**config.mk**
```make
export PLATFORM = sky130hd
export DESIGN_NAME = parameter_list_key_extractor
export DESIGN_NICKNAME = d
export VERILOG_FILES = /design/src/rtl/core/plke_pkg.sv /design/src/rtl/core/plke_parser.sv /design/src/rtl/core/parameter_list_key_extractor.sv
export SDC_FILE = /design/constraint.sdc
export NUM_CORES = 1
export LEC_CHECK = 0
export BUFFER_PORTS_ARGS = -buffer_cell sky130_fd_sc_hd__buf_4
export CAP_MARGIN = 10
export CORE_MARGIN = 2
export CORE_UTILIZATION = 51
export CTS_BUF_LIST = sky130_fd_sc_hd__clkbuf_2
export CTS_CLUSTER_SIZE = 14
export DETAILED_ROUTE_END_ITERATION = 7
export GPL_ROUTABILITY_DRIVEN = 0
export PLACE_DENSITY = 0.67
export SYNTH_ARGS = -nofsm -noshare
export SYNTH_HDL_FRONTEND = slang
export SYNTH_HIERARCHICAL = 1
export SYNTH_SLANG_ARGS = --single-unit
```
**constraint.sdc**
```tcl
create_clock -name i_clk -period 2.6 [get_ports i_clk]
set_clock_uncertainty 0.05 [all_clocks]
set_input_delay 0.13 -clock i_clk [delete_from_list [all_inputs] [get_ports i_clk]]
set_output_delay 0.13 -clock i_clk [all_outputs]
set_load 0.02 [all_outputs]
```
**src/rtl/core/plke_pkg.sv**
```systemverilog
// package for the parameter list key extractor
// holds the transaction structs, parse phase enum and register indexes; no dependencies
package plke_pkg;

    localparam int unsigned CFG_IDX_W = 2;

    localparam logic [CFG_IDX_W-1:0] CFG_SENTINEL_ID = 2'd0;
    localparam logic [CFG_IDX_W-1:0] CFG_GUID_ID     = 2'd1;
    localparam logic [CFG_IDX_W-1:0] CFG_KEY_HASH_ID = 2'd2;

    localparam logic [15:0] SENTINEL_ID_RST = 16'd1;
    localparam logic [15:0] GUID_ID_RST     = 16'd80;
    localparam logic [15:0] KEY_HASH_ID_RST = 16'd112;

    typedef enum logic [1:0] {
        PH_HEADER,
        PH_SKIP,
        PH_KEY,
        PH_DONE
    } t_phase;

    typedef struct packed {
        logic [7:0] data_byte;
        logic       big_endian;
        logic       payload_end;
    } t_in_item;

    typedef struct packed {
        logic [7:0] key_byte;
        logic       key_found;
        logic       last_result;
    } t_out_item;

    typedef struct packed {
        logic [15:0] sentinel_id;
        logic [15:0] guid_id;
        logic [15:0] key_hash_id;
    } t_cfg;

endpackage

```
**src/rtl/core/plke_parser.sv**
```systemverilog
// per-byte parse state of the parameter list key extractor
// depends on plke_pkg; updates state on each accepted byte and gives at most one result
module plke_parser #(
    parameter int unsigned KEY_BYTES = 16
) (
    input  logic                 i_clk,
    input  logic                 i_rst_n,
    input  logic                 i_acc,
    input  plke_pkg::t_in_item   i_in,
    input  plke_pkg::t_cfg       i_cfg,
    output logic                 o_res_valid,
    output plke_pkg::t_out_item  o_res
);
    import plke_pkg::*;

    localparam int unsigned KCW = (KEY_BYTES > 1) ? $clog2(KEY_BYTES) : 1;
    localparam logic [KCW:0] KEY_LAST = (KCW+1)'(KEY_BYTES - 1);

    t_phase        r_phase, n_phase;
    logic [1:0]    r_hdr_cnt, n_hdr_cnt;
    logic [15:0]   r_entry_id, n_entry_id;
    logic [15:0]   r_skip, n_skip;
    logic [KCW-1:0] r_key_cnt, n_key_cnt;

    logic [15:0] joined;
    logic [15:0] skip_dec;

    // second byte decides the byte order of both
    assign joined   = i_in.big_endian ? {r_skip[7:0], i_in.data_byte}
                                      : {i_in.data_byte, r_skip[7:0]};
    assign skip_dec = r_skip - 16'd1;

    always_comb begin
        n_phase     = r_phase;
        n_hdr_cnt   = r_hdr_cnt;
        n_entry_id  = r_entry_id;
        n_skip      = r_skip;
        n_key_cnt   = r_key_cnt;
        o_res_valid = 1'b0;
        o_res       = '{key_byte: 8'd0, key_found: 1'b0, last_result: 1'b1};

        case (r_phase)
            PH_HEADER: begin
                case (r_hdr_cnt)
                    2'd0: begin
                        n_entry_id = {8'd0, i_in.data_byte};
                        n_hdr_cnt  = 2'd1;
                    end
                    2'd1: begin
                        n_entry_id = i_in.big_endian ? {r_entry_id[7:0], i_in.data_byte}
                                                     : {i_in.data_byte, r_entry_id[7:0]};
                        n_hdr_cnt  = 2'd2;
                    end
                    2'd2: begin
                        n_skip    = {8'd0, i_in.data_byte};
                        n_hdr_cnt = 2'd3;
                    end
                    default: begin
                        n_hdr_cnt = 2'd0;
                        if (r_entry_id == i_cfg.sentinel_id) begin
                            n_phase     = PH_DONE;
                            o_res_valid = 1'b1;
                        end else if (r_entry_id == i_cfg.guid_id ||
                                     r_entry_id == i_cfg.key_hash_id) begin
                            n_phase   = PH_KEY;
                            n_key_cnt = '0;
                            n_skip    = 16'd0;
                        end else if (joined == 16'd0) begin
                            n_skip = 16'd0;
                        end else begin
                            n_phase = PH_SKIP;
                            n_skip  = joined;
                        end
                    end
                endcase
                if (i_in.payload_end) begin
                    o_res_valid = 1'b1;
                end
            end
            PH_SKIP: begin
                n_skip = skip_dec;
                if (skip_dec == 16'd0) begin
                    n_phase = PH_HEADER;
                end
                o_res_valid = i_in.payload_end;
            end
            PH_KEY: begin
                o_res_valid = 1'b1;
                if ({1'b0, r_key_cnt} == KEY_LAST) begin
                    n_phase = PH_DONE;
                    o_res   = '{key_byte: i_in.data_byte, key_found: 1'b1, last_result: 1'b1};
                end else if (!i_in.payload_end) begin
                    n_key_cnt = r_key_cnt + 1'b1;
                    o_res = '{key_byte: i_in.data_byte, key_found: 1'b1, last_result: 1'b0};
                end
            end
            default: begin
            end
        endcase

        if (i_in.payload_end) begin
            n_phase    = PH_HEADER;
            n_hdr_cnt  = 2'd0;
            n_entry_id = 16'd0;
            n_skip     = 16'd0;
            n_key_cnt  = '0;
        end
        if (!i_acc) begin
            o_res_valid = 1'b0;
        end
    end

    always_ff @(posedge i_clk) begin
        if (!i_rst_n) begin
            r_phase    <= PH_HEADER;
            r_hdr_cnt  <= 2'd0;
            r_entry_id <= 16'd0;
            r_skip     <= 16'd0;
            r_key_cnt  <= '0;
        end else if (i_acc) begin
            r_phase    <= n_phase;
            r_hdr_cnt  <= n_hdr_cnt;
            r_entry_id <= n_entry_id;
            r_skip     <= n_skip;
            r_key_cnt  <= n_key_cnt;
        end
    end

`ifndef SYNTHESIS
    a_hdr_only_in_header: assert property (@(posedge i_clk) disable iff (!i_rst_n)
        r_phase != PH_HEADER |-> r_hdr_cnt == 2'd0)
        else $error("header count left nonzero outside header phase");

    a_found_only_in_key: assert property (@(posedge i_clk) disable iff (!i_rst_n)
        o_res_valid && o_res.key_found |-> r_phase == PH_KEY)
        else $error("key byte given outside key phase");

    a_end_clears: assert property (@(posedge i_clk) disable iff (!i_rst_n)
        i_acc && i_in.payload_end |=> r_phase == PH_HEADER && r_hdr_cnt == 2'd0
                                      && r_key_cnt == '0)
        else $error("payload end did not clear parse state");
`endif

endmodule

```
**src/rtl/core/parameter_list_key_extractor.sv**
```systemverilog
// top level of the parameter list key extractor
// depends on plke_pkg and plke_parser; holds config registers and the result register with skid
//
// usage:
//   input channel: i_valid / o_stall with i_in, one payload byte per transaction, carrying
//     the byte order flag and an end-of-payload mark on the final byte
//   output channel: o_valid / i_stall with o_out, zero or one result per input byte
//   config channel: i_cfg_valid / o_cfg_ready with i_cfg_index, i_cfg_data; index 0 sentinel
//     id, 1 guid id, 2 key hash id; other indexes are dropped; o_cfg_ready is always high
// output: a result is registered in the result register, or in the skid entry under a stall
// throughput: one byte per cycle while o_stall is low; the parse state updates on each accepted byte
// stall: the result register plus one skid entry absorb a stalled receiver; o_stall rises
//   only once the skid entry holds a result, so a byte is never accepted without room
// reset: i_rst_n synchronous active low; parse state returns to the start of a header,
//   both output entries empty, config registers back to 1, 80 and 112
// config writes are meant for idle periods only
module parameter_list_key_extractor #(
    parameter int unsigned KEY_BYTES = 16
) (
    input  logic                              i_clk,
    input  logic                              i_rst_n,
    // byte input
    input  logic                              i_valid,
    output logic                              o_stall,
    input  plke_pkg::t_in_item                i_in,
    // result output
    output logic                              o_valid,
    input  logic                              i_stall,
    output plke_pkg::t_out_item               o_out,
    // config write
    input  logic                              i_cfg_valid,
    output logic                              o_cfg_ready,
    input  logic [plke_pkg::CFG_IDX_W-1:0]    i_cfg_index,
    input  logic [15:0]                       i_cfg_data
);
    import plke_pkg::*;

    t_cfg      r_cfg;
    logic      in_acc;
    logic      res_valid;
    t_out_item res;

    // result register and its skid entry
    logic      r_out_valid;
    t_out_item r_out;
    logic      r_skd_valid;
    t_out_item r_skd;
    logic      out_free;

    assign o_cfg_ready = 1'b1;
    assign o_stall     = r_skd_valid;
    assign in_acc      = i_valid && !r_skd_valid;
    assign o_valid     = r_out_valid;
    assign o_out       = r_out;
    // result register empties this cycle or already is empty
    assign out_free    = !r_out_valid || !i_stall;

    // config registers
    always_ff @(posedge i_clk) begin
        if (!i_rst_n) begin
            r_cfg.sentinel_id <= SENTINEL_ID_RST;
            r_cfg.guid_id     <= GUID_ID_RST;
            r_cfg.key_hash_id <= KEY_HASH_ID_RST;
        end else if (i_cfg_valid) begin
            case (i_cfg_index)
                CFG_SENTINEL_ID: r_cfg.sentinel_id <= i_cfg_data;
                CFG_GUID_ID:     r_cfg.guid_id     <= i_cfg_data;
                CFG_KEY_HASH_ID: r_cfg.key_hash_id <= i_cfg_data;
                default: begin
                end
            endcase
        end
    end

    plke_parser #(
        .KEY_BYTES (KEY_BYTES)
    ) u_parser (
        .i_clk       (i_clk),
        .i_rst_n     (i_rst_n),
        .i_acc       (in_acc),
        .i_in        (i_in),
        .i_cfg       (r_cfg),
        .o_res_valid (res_valid),
        .o_res       (res)
    );

    // valid bits of the output entries
    always_ff @(posedge i_clk) begin
        if (!i_rst_n) begin
            r_out_valid <= 1'b0;
            r_skd_valid <= 1'b0;
        end else if (out_free) begin
            // skid entry moves up first; a new result can only come with the skid empty
            r_out_valid <= r_skd_valid || res_valid;
            r_skd_valid <= 1'b0;
        end else if (res_valid) begin
            r_skd_valid <= 1'b1;
        end
    end

    // payload of the output entries
    always_ff @(posedge i_clk) begin
        if (out_free) begin
            r_out <= r_skd_valid ? r_skd : res;
        end else if (res_valid) begin
            r_skd <= res;
        end
    end

`ifndef SYNTHESIS
    a_skid_behind_out: assert property (@(posedge i_clk) disable iff (!i_rst_n)
        r_skd_valid |-> r_out_valid)
        else $error("skid entry full while result register empty");

    a_skid_kept: assert property (@(posedge i_clk) disable iff (!i_rst_n)
        r_out_valid && i_stall && r_skd_valid |=> r_skd_valid && $stable(r_skd))
        else $error("skid entry lost under stall");

    a_result_lands: assert property (@(posedge i_clk) disable iff (!i_rst_n)
        res_valid |=> r_out_valid)
        else $error("accepted result did not reach the output");
`endif

endmodule

```
==> results of run 1 <==
==> worst max-delay path, cell delays in order, from the launching register on <==
cell and delay, ns:
dfxtp_2 0.44, inv_1 0.09, ha_1 0.23, or3b_2 0.53, a21boi_0 0.23, a21oi_1 0.09, a31oi_1 0.16, o221ai_1 0.17
and3_1 0.28, mux2i_1 0.19
==> per-stage QoR <==
step / hold WS, ns / instance area (sq um) / setup WS, ns / util, % / power [W]
after global routing: 0.1878 / 6928 / 0.004508 / 60.41 / 0.003403
after floorplan: 0.2188 / 6025 / 0.3365 / - / 0.002303
final: 0.1998 / 6928 / 0.1080 / 60.41 / 0.003257
after global placement: 0.3452 / 6396 / 0.1908 / 55.78 / 0.002473
after detailed placement: 0.3573 / 6396 / 0.1330 / 55.78 / 0.002485
after CTS: 0.1794 / 6905 / 0.01806 / 60.22 / 0.003257
==> cells in the mapped netlist, types with 3 or more instances <==
cell / n
nand2_1: 91
dfxtp_1: 90
mux2i_1: 48
xnor2_1: 48
a21oi_1: 38
nand3_1: 26
nor2b_1: 25
o21ai_0: 22
clkbuf_1: 20
edfxtp_1: 20
nor2_1: 20
inv_1: 15
nor3_1: 15
nand4_1: 13
a21boi_0: 12
buf_2: 11
ha_1: 11
and2_1: 10
mux2_2: 10
a31oi_1: 7
nand2b_1: 7
nor4_1: 7
buf_4: 5
o31ai_1: 5
o32a_1: 5
and3_1: 4
nor4_4: 4
o21a_1: 4
o22ai_1: 4
a21o_1: 3
buf_6: 3
clkbuf_2: 3
o41ai_1: 3
==> sequential cells by signal (all words and copies together), names as in the netlist <==
| register | cells |
|---|---|
| u_parser/r_key_cnt | 4 |
| u_parser/r_phase | 2 |
| u_parser/r_entry_id | 16 |
| o_out | 10 |
| u_parser/r_skip | 16 |
| o_stall | 1 |
| r_skd | 10 |
| o_valid | 1 |
| r_cfg | 48 |
| u_parser/r_hdr_cnt | 2 |
==> how the worst min path moves through the flow <==
stage / to / depth (start not counted) / start / slack [ns]
4_1_cts: r_cfg[21] / 4 / i_cfg_data[5] / 0.18
3_3_place_gp: r_cfg[38] / 3 / i_cfg_data[6] / 0.35
6_report: r_cfg[6] / 4 / i_cfg_data[6] / 0.20
2_1_floorplan: r_cfg[36] / 2 / i_cfg_data[4] / 0.22
3_5_place_dp: r_cfg[38] / 3 / i_cfg_data[6] / 0.36
5_1_grt: r_cfg[21] / 4 / i_cfg_data[5] / 0.19
==> layer usage <==
| layer | wire, um | GRT usage [%] | up-vias |
|---|---|---|---|
| met5 | 0 | 0 | - |
| met4 | 339 | 9.675 | 0 |
| met3 | 839 | 4.968 | 31 |
| met2 | 7604 | 41.64 | 166 |
| met1 | 6769 | 31.80 | 2444 |
| li1 | - | - | 2474 |
==> power by group <==
group / leakage [nW] / total, W / switching, W / internal [W]
Sequential: 0.940 / 0.00185 / 0.0000598 / 0.00179
Clock: 0.0683 / 0.000738 / 0.000597 / 0.000141
Combinational: 1.67 / 0.000664 / 0.000373 / 0.000291
==> area by class of cell <==
class                           instances  area share [%]
Timing Repair Buffer                  101           12.46
Clock buffer                           11          0.7947
Inverter                               15          0.8127
Clock inverter                          5          0.4876
Tap cell                              143           2.583
Sequential cell                       110           34.71
Multi-Input combinational cell        489           48.15
==> repair_timing <==
item                       CTS  global route
setup endpoints to repair    0            21
hold endpoints to repair   104             0
gates resized for setup      0             7
hold buffers                42             0
buffers inserted             0             0
==> kinds of logic (layout without fill, tap and decap cells) <==
group           Yosys count  count (layout)
simple gates            239             239
compound gates          128             128
flops                   110             110
buf+inv                  59             132
mux                      58              58
xor+xnor                 52              52
fa+ha+maj                11              11
other cells               1               1
==> reports/metrics.yaml, run 1 <==
yosys:
  yosys-top-cells-area: "dfxtp_1 30%, edfxtp_1 10%, mux2i_1 8.0%"
  synthXorXnorAreaFrac_pct: 7.809
  async_flop_share_pct: 0
  synthMuxAreaShare_pct: 9.844
  syn_inst: 658
  netlist_area_sq_mm: 0.006025
  syn_avg_cell_area_sq_um: 9.156
  synth-compound-area-share_pct: 14.04
  yosysWarnings: 6
  ys_ff_latch: 110
  synth_top_cell_by_area: "dfxtp_1"
  synth_fp_nets: 702
  synth_cell_type_count: 73
  synth_edf_count: 20
  ys_seq_area_share_pct: 39.88
  synth_top_area_share_pct: 29.91
  synthSimpleGateAreaFrac_pct: 21.00
  synth_top_family_by_area: "simple AND/OR/NAND/NOR gates"
  synthAdderAreaFrac_pct: 2.285
  synthFlopType: "dfxtp_1"
sta:
  hold_viol: 0
  slew_headroom_pct: 42.72
  setup_violations: 0
  tns_ns: 0
  rsz0062_at_grt: "false"
  tightest_slew_ns: 0.8520
  min_period_ns: 2.492
  maxSlewViolCount: 0
  timing.fmax_ghz: 0.4013
  period_share_pct: 95.85
final_layout:
  final_common_cell: "nand2_1"
  stdcell_count: 874
  diodes: 0
  layout_common_cells: "91 x nand2_1, 88 x dfxtp_1, 59 x buf_4, 48 x mux2i_1, 48 x xnor2_1"
  layout-drive-gt1-share_pct: 14.64
  area_growth_pct: 14.99
  register_area_sq_mm: 0.002405
  multi_input_area_sq_mm: 0.003336
  fin_nets: 770
  fillers: 972
cts:
  insertion_delay_ns: 0.67
  htree_levels: 3
  cts_tree: "done"
  clockBufferDepth: 2
  numCtsBuffers: 9
  root_buffer: "clkbuf_2"
  clock-sinks: 110
  cts.clk_slew.worst_paths_ns: 0.30
grt:
  grt_max_degree: 57
  first_global_vias: 5055
  grt_usage_pct: 24.92
  antenna_found_initial: 0
  grt_pass1_wl_mm: 25.26
  overflow: 0
run:
  maxCapViolCount: 0
pwr:
  p_per_area_mw_per_mm2: 470.1
  irDropWorstVdd_v: 0.0003641
  p_leak_nw: 2.681
critical_path:
  reg2reg_to: "u_parser/r_phase[0]"
  rrSetupSlack_ns: 0.11
  path_class: "reg -> reg"
  r2r_start: "u_parser/r_skip[0]"
  crit_path_start_kind: "flop"
  arrival_ns: 3.06
  required_ns: 3.17
  r2r_cells: 9
  crit_path_start: "u_parser/r_skip[0]"
  crit_path_max_fanout: 8
  endpoint: "u_parser/r_phase[0]"
  crit_path_end_kind: "flop"
floorplan:
  dieArea_sq_mm: 0.01270
  die_width_um: 112.7
  ios: 46
  core_sq_mm: 0.01147
  die_h_um: 112.7
  start_util_pct: 52.54
  fp-row-count: 39
min_path:
  min_path_type: "in -> reg"
placed_design:
  place_hpwl_mm: 11.07
  dp.cells: 816
  port_buffers: 44
routing:
  post_drt_wl_per_cell_um: 17.79
  first_iter_violations: 472
  routed-via-count: 5115
  wl_mm: 15.55
  viasPerCell: 5.852
  drt_pre_antenna_iters: 5
  drc: 0
  antenna_left: 0
run_status:
  status: "finished clean"
Power figures use the tool's default switching activity.
==> inputs of run 2 (changes only) <==
--- a/config.mk
+++ b/config.mk
@@ -7,6 +7,7 @@
 export LEC_CHECK = 0
 export BUFFER_PORTS_ARGS = -buffer_cell sky130_fd_sc_hd__buf_4
 export CAP_MARGIN = 10
+export CORE_ASPECT_RATIO = 2
 export CORE_MARGIN = 2
 export CORE_UTILIZATION = 51
 export CTS_BUF_LIST = sky130_fd_sc_hd__clkbuf_2
==> constraint.sdc (replaced) <==
create_clock -name i_clk -period 2.6 [get_ports i_clk]
set_clock_uncertainty 0.05 [all_clocks]
set_input_delay 0 -clock i_clk [delete_from_list [all_inputs] [get_ports i_clk]]
set_output_delay 0 -clock i_clk [all_outputs]
set_load 0.02 [all_outputs]
==> reports/metrics.yaml, run 2 (synthesized netlist as in run 1, its figures left out) <==
run_status:
  status: "finished clean"
sta:
  tns_ns: 0
  hold_viol: 0
  period_share_pct: 96.56
  setup_violations: 0
  min_period_ns: 2.511
  slew_headroom_pct: 57.36
  whs_ns: 0.1209
  maxSlewViolCount: 0
  tightest_slew_ns: 0.6396
  timing.fmax_ghz: 0.3983
placed_design:
  port_buffers: 44
  place_hpwl_mm: 12.70
  place_area_sq_mm: 0.006444
  dp.cells: 824
grt:
  overflow: 0
  grt_max_degree: 48
  met2_usage_pct: 52.38
  first_global_vias: 5410
  grt_busiest_layer: "met2"
  use_met1_pct: 27.09
  grt_pass1_wl_mm: 26.77
  grt_usage_pct: 27.58
  grtUsageMet3_pct: 4.048
  antenna_found_initial: 1
cts:
  htree_levels: 3
  root_buffer: "clkbuf_2"
  clockBufferDepth: 2
  insertion_delay_ns: 0.63
  cts.clk_slew.worst_paths_ns: 0.34
  cts_tree: "done"
  numCtsBuffers: 9
  clock-sinks: 110
critical_path:
  crit_family: "simple AND/OR/NAND/NOR gates"
  crit_path_max_fanout: 8
  r2r_cells: 9
  crit_path_start_kind: "flop"
  crit_path_end_kind: "flop"
  path_class: "reg -> reg"
  crit_path_cell_trace: "inv_1 -> ha_1 -> or3b_2 -> a21boi_0 -> a21oi_1 -> a31oi_1 -> o221ai_1 -> and3_1 -> mux2i_1"
  cp_slowest_cell: "or3b_2"
  reg2reg_to: "u_parser/r_phase[1]"
  rrSetupSlack_ns: 0.09
  required_ns: 3.07
  max_stage_delay_ns: 0.55
  r2r_start: "u_parser/r_skip[0]"
  path_buf_inv: 1
  arrival_ns: 2.98
final_layout:
  fin_nets: 783
  stdcell_count: 890
  final_common_cell: "nand2_1"
  top_register: "r_cfg"
  area_growth_pct: 17.40
  fillers: 1058
  reg_top3: "r_cfg x48, u_parser/r_entry_id x16, u_parser/r_skip x16"
  layout_common_cells: "91 x nand2_1, 87 x dfxtp_1, 65 x buf_4, 49 x dlygate4sd3_1, 48 x mux2i_1"
  largest_register_ffs: 48
  layout-drive-gt1-share_pct: 15.46
  stdcell_area_sq_mm: 0.007073
floorplan:
  die_width_um: 80.86
  core_sq_mm: 0.01163
  dieArea_sq_mm: 0.01275
  fp-row-count: 56
  ios: 46
  start_util_pct: 51.80
  die_h_um: 157.7
pwr:
  clock_power_share_pct: 23.6
  irDropWorstVdd_v: 0.0003886
  pwr-share-seq_pct: 55.9
  swShare_pct: 32.30
  p_per_area_mw_per_mm2: 470.6
  p_comb_share_pct: 20.6
  p_sw_w: 0.001075
  p_leak_nw: 2.747
  power.internal_w: 0.002253
  power.total_w: 0.003329
routing:
  first_iter_violations: 324
  wl_mm: 16.90
  routed-via-count: 5262
  viasPerCell: 5.912
  post_drt_wl_per_cell_um: 18.98
  drc: 0
  antenna_left: 0
  drt_pre_antenna_iters: 8
min_path:
  hold_end: "r_cfg[21]"
  min_path_type: "in -> reg"
  whs_path_depth: 4
  min-delay-start: "i_cfg_data[5]"
run:
  maxCapViolCount: 0
run 2: cell count changes in the layout (fill, tap and decap cells not counted), moves of 2 or more:
cell           change
dlygate4sd3_1      +7
buf_4              +6
clkinv_2           -2
inv_6              +2
run 2: per-layer routing:
metal	vias up	routed length (um)
met4	0	1078
met5	-	0
met3	74	663
met1	2467	5922
li1	2509	-
met2	212	9230
run 2: area by class of cell:
cell class	instances	area, sq um	area share [%]
multi-input combinational	489	3337	47.18
sequential	110	2406	34.02
tap	145	181.4	2.565
inverter	15	56.30	0.7960
timing repair buffer	114	978.4	13.83
antenna	1	2.502	0.03538
clock buffer	10	50.05	0.7076
clock inverter	6	61.31	0.8668
run 2: how the worst max path moves through the flow:
| stage | from | depth (start not counted) | slack, ns | to |
|---|---|---|---|---|
| after floorplan | u_parser/r_entry_id[1] | 8 | 0.34 | r_skd[0] |
| after global placement | u_parser/r_entry_id[3] | 7 | 0.08 | r_skd[8] |
| after detailed placement | u_parser/r_entry_id[3] | 7 | 0.02 | r_skd[4] |
| after CTS | u_parser/r_entry_id[3] | 7 | 0.008 | r_skd[5] |
| after global routing | u_parser/r_entry_id[12] | 9 | -0.002 | u_parser/r_phase[1] |
| final | u_parser/r_skip[0] | 9 | 0.09 | u_parser/r_phase[1] |
run 2: stage by stage:
stage | setup slack [ns] | util, %
floorplan | 0.3365 | -
global placement | 0.08309 | 55.40
detailed placement | 0.02393 | 55.40
CTS | 0.007730 | 60.57
global route | -0.002123 | 60.81
finish | 0.08944 | 60.81
run 2: power groups by stage:
stage / sequential (W) / clock, W / combinational [W]
4_1_cts: 0.00186 / 0.000800 / 0.000670
3_5_place_dp: 0.00189 / 0 / 0.000615
5_1_grt: 0.00187 / 0.000857 / 0.000740
6_report: 0.00186 / 0.000785 / 0.000684
2_1_floorplan: 0.00187 / 0 / 0.000435
3_3_place_gp: 0.00189 / 0 / 0.000609
run 2: timing repair:
action,CTS,global route
hold endpoints to repair,126,0
resized for setup,0,8
hold buffers,49,0
buffers inserted,0,0
endpoints found under the setup margin,0,20
run 2: worst register-to-register path, stage by stage, from the launching register on:
cell and delay (ns):
dfxtp_2 0.45, inv_1 0.10, ha_1 0.24, or3b_2 0.55, a21boi_0 0.22, a21oi_1 0.09, a31oi_1 0.17, o221ai_1 0.15
and3_1 0.26, mux2i_1 0.12
